File: src/rtl/trle_pkg.sv
// Shared types and constants for the tolerance run-length encoder.
package trle_pkg;

	localparam int SAMPLE_W = 8;
	localparam int LEN_W    = 8;
	localparam int QDEPTH   = 4;
	localparam int QAW      = $clog2(QDEPTH);

	// Up to two pairs per sample: one closed or full run, then the flush pair.
	typedef struct packed {
		logic                mid_v;
		logic [LEN_W-1:0]    mid_len;
		logic [SAMPLE_W-1:0] mid_val;
		logic                fl_v;
		logic [LEN_W-1:0]    fl_len;
		logic [SAMPLE_W-1:0] fl_val;
	} trle_entry_t;

	typedef struct packed {
		logic full;
		logic empty;
	} trle_qstat_t;

endpackage

File: src/rtl/trle_ifs.sv
// Valid/ready channel interfaces for samples and emitted runs.
interface trle_sample_if;
	logic       valid;
	logic       ready;
	logic [7:0] sample;
	logic       end_of_channel;

	modport source(output valid, sample, end_of_channel, input ready);
	modport sink(input valid, sample, end_of_channel, output ready);
endinterface

interface trle_run_if;
	logic       valid;
	logic       ready;
	logic [7:0] run_length;
	logic [7:0] run_value;
	logic       closes_channel;
	logic       final_of_item;

	modport source(output valid, run_length, run_value, closes_channel, final_of_item,
		input ready);
	modport sink(input valid, run_length, run_value, closes_channel, final_of_item,
		output ready);
endinterface

File: src/rtl/trle_front.sv
// Front end: accepts samples, tracks the open run and classifies each sample.
module trle_front #(
	parameter int MAX_RUN = 255
) (
	input  logic                 clk,
	input  logic                 arst_n,
	input  logic                 cfg_we,
	input  logic [7:0]           cfg_wdata,
	trle_sample_if.sink          samples,
	input  trle_pkg::trle_qstat_t qstat,
	output logic                 push,
	output trle_pkg::trle_entry_t entry
);
	import trle_pkg::*;

	localparam int CW = $clog2(MAX_RUN + 1);

	logic [SAMPLE_W-1:0] tol_q;
	logic [SAMPLE_W-1:0] base_q;
	logic [CW-1:0]       count_q;
	logic                open_q;

	logic [SAMPLE_W-1:0] b_eff;
	logic [CW-1:0]       c_eff;
	logic [SAMPLE_W-1:0] diff;
	logic                close_run;
	logic                full_run;
	logic [SAMPLE_W-1:0] b_new;
	logic [CW-1:0]       c_new;
	logic                accept;

	assign samples.ready = !qstat.full;
	assign accept        = samples.valid && samples.ready;

	always_comb begin
		// A sample that finds no open run starts one as its base.
		b_eff     = open_q ? base_q : samples.sample;
		c_eff     = open_q ? count_q : '0;
		diff      = (samples.sample > b_eff) ? (samples.sample - b_eff)
		                                     : (b_eff - samples.sample);
		close_run = diff > tol_q;
		full_run  = c_eff >= CW'(MAX_RUN);
		b_new     = close_run ? samples.sample : b_eff;
		c_new     = (close_run || full_run) ? CW'(1) : CW'(c_eff + 1'b1);

		entry.mid_v   = close_run || full_run;
		entry.mid_len = LEN_W'(c_eff);
		entry.mid_val = b_eff;
		entry.fl_v    = samples.end_of_channel;
		entry.fl_len  = LEN_W'(c_new);
		entry.fl_val  = b_new;
		push          = accept && (entry.mid_v || entry.fl_v);
	end

	always_ff @(posedge clk or negedge arst_n) begin
		if (!arst_n) begin
			tol_q   <= '0;
			base_q  <= '0;
			count_q <= '0;
			open_q  <= 1'b0;
		end else begin
			if (cfg_we) begin
				tol_q <= cfg_wdata;
			end
			if (accept) begin
				base_q  <= b_new;
				count_q <= samples.end_of_channel ? '0 : c_new;
				open_q  <= !samples.end_of_channel;
			end
		end
	end

endmodule

File: src/rtl/trle_queue.sv
// Short register queue between the classifying front end and the emitter.
module trle_queue (
	input  logic                  clk,
	input  logic                  arst_n,
	input  logic                  push,
	input  trle_pkg::trle_entry_t entry,
	input  logic                  pop,
	output trle_pkg::trle_entry_t head,
	output trle_pkg::trle_qstat_t qstat
);
	import trle_pkg::*;

	trle_entry_t    mem_q [QDEPTH];
	logic [QAW-1:0] wr_ptr_q;
	logic [QAW-1:0] rd_ptr_q;
	logic [QAW:0]   cnt_q;
	logic           do_push;
	logic           do_pop;

	assign qstat.full  = cnt_q == (QAW+1)'(QDEPTH);
	assign qstat.empty = cnt_q == '0;
	assign do_push     = push && !qstat.full;
	assign do_pop      = pop && !qstat.empty;
	assign head        = mem_q[rd_ptr_q];

	always_ff @(posedge clk) begin
		if (do_push) begin
			mem_q[wr_ptr_q] <= entry;
		end
	end

	always_ff @(posedge clk or negedge arst_n) begin
		if (!arst_n) begin
			wr_ptr_q <= '0;
			rd_ptr_q <= '0;
			cnt_q    <= '0;
		end else begin
			if (do_push) begin
				wr_ptr_q <= wr_ptr_q + 1'b1;
			end
			if (do_pop) begin
				rd_ptr_q <= rd_ptr_q + 1'b1;
			end
			if (do_push && !do_pop) begin
				cnt_q <= cnt_q + 1'b1;
			end else if (do_pop && !do_push) begin
				cnt_q <= cnt_q - 1'b1;
			end
		end
	end

endmodule

File: src/rtl/trle_back.sv
// Back end: turns each queued entry into one or two run words.
module trle_back (
	input  logic                  clk,
	input  logic                  arst_n,
	input  trle_pkg::trle_entry_t head,
	input  trle_pkg::trle_qstat_t qstat,
	output logic                  pop,
	trle_run_if.source            runs
);
	import trle_pkg::*;

	// Set once the closed-run word of the head entry has gone and its flush word remains.
	logic phase_q;
	logic send_mid;
	logic fire;

	always_comb begin
		send_mid            = head.mid_v && !phase_q;
		runs.valid          = !qstat.empty;
		runs.run_length     = send_mid ? head.mid_len : head.fl_len;
		runs.run_value      = send_mid ? head.mid_val : head.fl_val;
		runs.closes_channel = !send_mid;
		runs.final_of_item  = send_mid ? !head.fl_v : 1'b1;
		fire                = runs.valid && runs.ready;
		pop                 = fire && runs.final_of_item;
	end

	always_ff @(posedge clk or negedge arst_n) begin
		if (!arst_n) begin
			phase_q <= 1'b0;
		end else if (fire) begin
			phase_q <= !runs.final_of_item;
		end
	end

endmodule

File: src/rtl/tolerance_run_length_encoder.sv
// Tolerance run-length encoder top level: front end, queue and run emitter.
// A sample's entry is registered in the queue; its first run word is offered at the head.
// The front end takes one sample per cycle while the queue is not full. The emitter
// sends run words one at a time, so a sample that yields two words holds it for both.
// The four-entry queue absorbs occasional pairs; steady two-word samples fill it.
// Reset clears the tolerance, the open run and the queue.
module tolerance_run_length_encoder #(
	parameter int MAX_RUN = 255
) (
	input  logic        clk,
	input  logic        arst_n,
	input  logic        cfg_we,
	input  logic [7:0]  cfg_wdata,
	trle_sample_if.sink samples,
	trle_run_if.source  runs
);
	import trle_pkg::*;

	trle_entry_t entry;
	trle_entry_t head;
	trle_qstat_t qstat;
	logic        push;
	logic        pop;

	trle_front #(
		.MAX_RUN(MAX_RUN)
	) u_front (
		.clk      (clk),
		.arst_n   (arst_n),
		.cfg_we   (cfg_we),
		.cfg_wdata(cfg_wdata),
		.samples  (samples),
		.qstat    (qstat),
		.push     (push),
		.entry    (entry)
	);

	trle_queue u_queue (
		.clk   (clk),
		.arst_n(arst_n),
		.push  (push),
		.entry (entry),
		.pop   (pop),
		.head  (head),
		.qstat (qstat)
	);

	trle_back u_back (
		.clk   (clk),
		.arst_n(arst_n),
		.head  (head),
		.qstat (qstat),
		.pop   (pop),
		.runs  (runs)
	);

`ifndef SYNTHESIS
	// A word that is not the last of its sample is always followed by the flush word.
	a_flush_follows: assert property (@(posedge clk) disable iff (!arst_n)
		(runs.valid && runs.ready && !runs.final_of_item)
		|=> (runs.valid && runs.closes_channel))
		else $error("flush word missing after a non-final run word");

	// A channel end always leaves at least one word waiting.
	a_eoc_emits: assert property (@(posedge clk) disable iff (!arst_n)
		(samples.valid && samples.ready && samples.end_of_channel) |=> runs.valid)
		else $error("end of channel produced no run word");

	// The flush word is the last word of its sample.
	a_close_final: assert property (@(posedge clk) disable iff (!arst_n)
		(runs.valid && runs.closes_channel) |-> runs.final_of_item)
		else $error("channel-closing word not marked final");

	// The front end never pushes while the queue is full.
	a_no_overflow: assert property (@(posedge clk) disable iff (!arst_n)
		qstat.full |-> !push)
		else $error("queue push while full");
`endif

endmodule
File: src/flat_wrapper.sv
// flat-port wrapper written by rule: the top's interface ports become plain ports
module tolerance_run_length_encoder_flat import trle_pkg::*;
#(
	parameter int MAX_RUN = 255
)
  (clk, arst_n, cfg_we, cfg_wdata, samples_valid, samples_sample, samples_end_of_channel, samples_ready, runs_valid, runs_run_length, runs_run_value, runs_closes_channel, runs_final_of_item, runs_ready);
  trle_sample_if samples_i ();
  trle_run_if runs_i ();
  input  logic clk;
  input  logic arst_n;
  input  logic cfg_we;
  input  logic [7:0] cfg_wdata;
  input wire logic [$bits(samples_i.valid)-1:0] samples_valid;
  input wire logic [$bits(samples_i.sample)-1:0] samples_sample;
  input wire logic [$bits(samples_i.end_of_channel)-1:0] samples_end_of_channel;
  output wire logic [$bits(samples_i.ready)-1:0] samples_ready;
  output wire logic [$bits(runs_i.valid)-1:0] runs_valid;
  output wire logic [$bits(runs_i.run_length)-1:0] runs_run_length;
  output wire logic [$bits(runs_i.run_value)-1:0] runs_run_value;
  output wire logic [$bits(runs_i.closes_channel)-1:0] runs_closes_channel;
  output wire logic [$bits(runs_i.final_of_item)-1:0] runs_final_of_item;
  input wire logic [$bits(runs_i.ready)-1:0] runs_ready;
  assign samples_i.valid = samples_valid;
  assign samples_i.sample = samples_sample;
  assign samples_i.end_of_channel = samples_end_of_channel;
  assign samples_ready = samples_i.ready;
  assign runs_valid = runs_i.valid;
  assign runs_run_length = runs_i.run_length;
  assign runs_run_value = runs_i.run_value;
  assign runs_closes_channel = runs_i.closes_channel;
  assign runs_final_of_item = runs_i.final_of_item;
  assign runs_i.ready = runs_ready;
  tolerance_run_length_encoder #(.MAX_RUN(MAX_RUN)) u_core (.clk(clk), .arst_n(arst_n), .cfg_we(cfg_we), .cfg_wdata(cfg_wdata), .samples(samples_i), .runs(runs_i));
endmodule
File: config.mk
export PLATFORM = sky130hd
export DESIGN_NAME = tolerance_run_length_encoder_flat
export DESIGN_NICKNAME = d
export VERILOG_FILES = /design/src/rtl/trle_pkg.sv /design/src/rtl/trle_ifs.sv /design/src/rtl/trle_front.sv /design/src/rtl/trle_queue.sv /design/src/rtl/trle_back.sv /design/src/rtl/tolerance_run_length_encoder.sv /design/src/flat_wrapper.sv
export SDC_FILE = /design/constraint.sdc
export NUM_CORES = 1
export LEC_CHECK = 0
export ABC_AREA = 1
export BUFFER_PORTS_ARGS = -buffer_cell sky130_fd_sc_hd__buf_2
export CAP_MARGIN = 10
export CORE_MARGIN = 10
export CORE_UTILIZATION = 40
export DETAILED_ROUTE_END_ITERATION = 10
export GPL_ROUTABILITY_DRIVEN = 0
export PLACE_DENSITY = 0.63
export SLEW_MARGIN = 5
export SYNTH_ARGS = -nofsm -noshare
export SYNTH_HDL_FRONTEND = slang
export SYNTH_SLANG_ARGS = --single-unit
File: constraint.sdc
create_clock -name clk -period 5.4 [get_ports clk]
set_input_delay 0.27 -clock clk [delete_from_list [all_inputs] [get_ports clk]]
set_output_delay 0.27 -clock clk [all_outputs]
set_load 0.01 [all_outputs]
==> summary.md <==
| Metric | Value |
|---|---|
| Status | `complete, no violations` |
| R2R cell count | `33` |
| Core Box Area | `between 20000 and 25000 sq um` |
| Cell taking the most area after synthesis | `edfxtp_1` |
| Sequential fraction of the synthesis area | `around 60%` |
| Sink Count | `approximately 170` |
| FMAX | `between 200 and 250 MHz` |
| Root buf cell | `clkbuf_16` |
| Reg2reg setup slack | `around 570 ps` |
| Share of cells above drive strength 1 | `14.47%` |
| Largest net degree at the start of global routing | `40` |
| Antenna Nets Post-Route | `0` |
| First-pass GRT wire length | `29560 um` |
| Setup Skew | `roughly 8.2 ps` |
| # DRC | `0` |
| Setup TNS | `0 ps` |
| Nets | `891` |
| VDD IR-drop max | `284.3 uV` |
| Post-layout minimum cycle time | `4828 ps` |
| Synth top area cells | `edfxtp_1 (50%), dfrtp_1 (10%), nand2_1 (8.5%), o21ai_0 (5.1%), ha_1 (4.5%)` |
| FF+latch count, synth | `169` |
| Syn_area_per_cell | `10.20 sq um` |
| Total CTS buffers | `17` |
| Top-area cell type share of the netlist area | `50.15%` |
| Worst Hold Class | `input pin to register` |
| Initial antenna violation count | `0` |
| DR iter-0 viols | `330` |
| GRT overflow | `0` |
| Relative slew margins | `43.22%` |
| Crit Path Max Fanout | `10` |
| Max-slew violations | `0` |
| Commonest cells after routing, fill and taps aside | `nand2_1 (185), edfxtp_1 (136), o21ai_0 (83)` |
| Initial Util | `between 40 and 50%` |
| CTS H-Tree Depth | `4` |
| Netlist cell types | `42` |
| Die X | `162.7 um` |
| Worst Hold End | `u_core.u_front.tol_q[3]$_DFFE_PN0P_` |
| Most common cell after layout, fill and taps aside | `nand2_1` |
| DP Cell Count | `1087` |
| Critical path data arrival time | `5130 ps` |
| R2R Path Start | `u_core.u_front.open_q$_DFFE_PN0P_` |
| Worst Hold Path Cells | `3` |
| Pwr per Cell Area | `around 630 nW/um^2` |
| Worst Hold Launch | `cfg_wdata[3]` |
| Req. time, crit path | `5710 ps` |
| Vias in the first global route | `5488` |
| I/O pins | `42` |
| Mapped Cells | `798` |
| Reg-to-Reg End | `u_core.u_queue.cnt_q[2]$_DFFE_PN0P_` |
| Worst Setup Start Kind | `register` |
| Setup CP Type | `register to register` |
| CTS clk-pin slew, worst paths | `70 ps` |
| Max Cap Viol | `0` |
| Final core utilization | `between 40% and 50%` |
| Drt first pass iters | `4` |
| Routed length per instance | `16.15 um` |
| Area grow syn2layout | `13.28%` |
| Post-Synthesis Cell Area | `8143 sq um` |
| Wirelength, routed | `18090 um` |
| DR vias | `approximately 5600` |
| Max stage delay cell, worst path | `dfrtp_1` |
| Cell Rows | `52` |
| GRT Overall Usage | `14.17%` |
| Antenna cell count | `0` |
| CTS tree | `yes` |
| P_leak | `between 3 and 4 nW` |
| Most used cell, CP | `nand2_1` |
| Clk buf depth | `2` |
| Post-DP HPWL | `11610 um` |
| Synthesized Nets | `around 850` |
| CP endpoint kind | `register` |
| Final Hold Fails | `0` |
| Drt via density | `4.991` |
| Finished Layout Cells | `between 1000 and 1500` |
| Worst-skew pair later-pin latency | `420 ps` |
| Setup violators final | `0` |
| Die height | `about 160 um` |
| Crit-path max cell delay | `530 ps` |
| Worst-Margin Slew | `851.7 ps` |
| Port Buf Inserts | `41` |
| Warnings from Yosys | `0` |
| RSZ-0062 raised after global routing | `no` |
| Full die area | `between 20000 and 30000 sq um` |
| Fin crit share | `roughly nine tenths` |
==> logic make-up (layout without fill, tap and decap cells) <==
| group | count (synthesis) | after routing | synth area share, % |
|---|---|---|---|
| and+or+nand+nor | 316 | 316 | 16.35 |
| DFF | 169 | 169 | 60.30 |
| AOI/OAI and AO/OA | 156 | 156 | 10.59 |
| buffers and inverters | 109 | 161 | 5.731 |
| adders and majority gates | 32 | 32 | 5.194 |
| xor gates and xnor gates | 15 | 15 | 1.706 |
| muxes | 1 | 1 | 0.1383 |
==> critical path, delay by kind of cell, from the launching register on <==
family	cells	cell delay [ps]
compound gates	4	480
xor+xnor	1	150
fa+ha+maj	4	1210
buf+inv	8	780
flops	1	530
simple gates	16	1560
==> per-layer routing <==
layer / vias up / global-route usage (%) / wire [um]
met1: 2694 / 17.99 / 8118
met4: 0 / 4.344 / 260
li1: 2768 / - / -
met3: 23 / 3.236 / 731
met2: 105 / 23.56 / 8980
met5: - / 0 / 0
==> power by group <==
part           internal, mW  switching (mW)
sequential             1.91           0.139
clock                 0.683           0.497
combinational         0.792            1.75
total                  3.39            2.39
==> area by class of cell <==
class | count | area (sq um)
clock buffer | 18 | 429.2
timing repair buffer | 53 | 310.3
inverter | 76 | 290.3
sequential | 169 | 4911
tap | 270 | 337.8
multi-input combinational | 520 | 2796
clock inverter | 14 | 148.9
fill | 1877 | 10880
==> cells in the mapped netlist <==
master	number
or2_1	1
a22oi_1	1
nand2_2	5
mux2_2	1
or2_2	8
xor2_1	11
nand3_1	10
fa_1	3
buf_2	8
clkbuf_2	1
nor2_2	7
nand4_4	1
nand3b_1	1
o21ai_2	1
nor2_1	86
nand3_2	1
o22ai_1	32
edfxtp_1	136
a21o_1	2
ha_1	29
nand4_1	3
nor2_4	1
xor2_2	1
o211ai_1	4
a21oi_4	1
nor3_2	2
inv_4	2
inv_1	70
o21a_1	2
clkbuf_1	16
a21oi_1	15
o21ai_0	83
xnor2_1	3
o21ai_1	14
inv_2	4
buf_6	3
nor3_1	2
o2111ai_1	1
nand2_4	3
dfrtp_1	33
nand2_1	185
buf_4	5
==> state kept, by name, summed over array words and instances, names as in the netlist <==
| name | flops |
|---|---|
| u_core.u_back.phase_q | 1 |
| u_core.u_front.base_q | 8 |
| u_core.u_queue.wr_ptr_q | 2 |
| u_core.u_front.count_q | 8 |
| u_core.u_front.tol_q | 8 |
| u_core.u_front.open_q | 1 |
| u_core.u_queue.cnt_q | 3 |
| u_core.u_queue.rd_ptr_q | 2 |
| u_core.u_queue.mem_q | 136 |
==> through the flow <==
step / setup slack [ps] / total power [mW] / hold WS [ps] / cell area, sq um
finish: 571.7 / 5.776 / 47.49 / 9224
global route: 75.42 / 6.235 / 49.44 / 9224
CTS: 609.0 / 5.834 / 34.14 / 9224
detailed placement: 638.6 / 4.649 / 438.9 / 8636
global placement: 734.0 / 4.613 / 427.1 / 8636
floorplan: 447.3 / 3.835 / -25.59 / 8143
==> worst max-delay path by stage <==
| stage | slack [ps] | start | to | depth (start not counted) |
|---|---|---|---|---|
| 3_5_place_dp | 640 | u_core.u_front.open_q$_DFFE_PN0P_ | u_core.u_queue.cnt_q[2]$_DFFE_PN0P_ | 33 |
| 2_1_floorplan | 450 | u_core.u_front.open_q$_DFFE_PN0P_ | u_core.u_queue.mem_q[0][0]$_DFFE_PP_ | 25 |
| 5_1_grt | 80 | u_core.u_front.open_q$_DFFE_PN0P_ | u_core.u_queue.cnt_q[2]$_DFFE_PN0P_ | 33 |
| 4_1_cts | 610 | u_core.u_front.open_q$_DFFE_PN0P_ | u_core.u_queue.cnt_q[2]$_DFFE_PN0P_ | 31 |
| 3_3_place_gp | 730 | u_core.u_front.open_q$_DFFE_PN0P_ | u_core.u_queue.cnt_q[2]$_DFFE_PN0P_ | 31 |
| 6_report | 570 | u_core.u_front.open_q$_DFFE_PN0P_ | u_core.u_queue.cnt_q[2]$_DFFE_PN0P_ | 33 |
==> repair_timing <==
item	CTS	global route
endpoints found under the setup margin	0	0
hold endpoints to repair	33	0
hold buffers	1	0
gates resized for setup	0	0
buffers inserted	0	0
(Power assumes the default switching activity.)
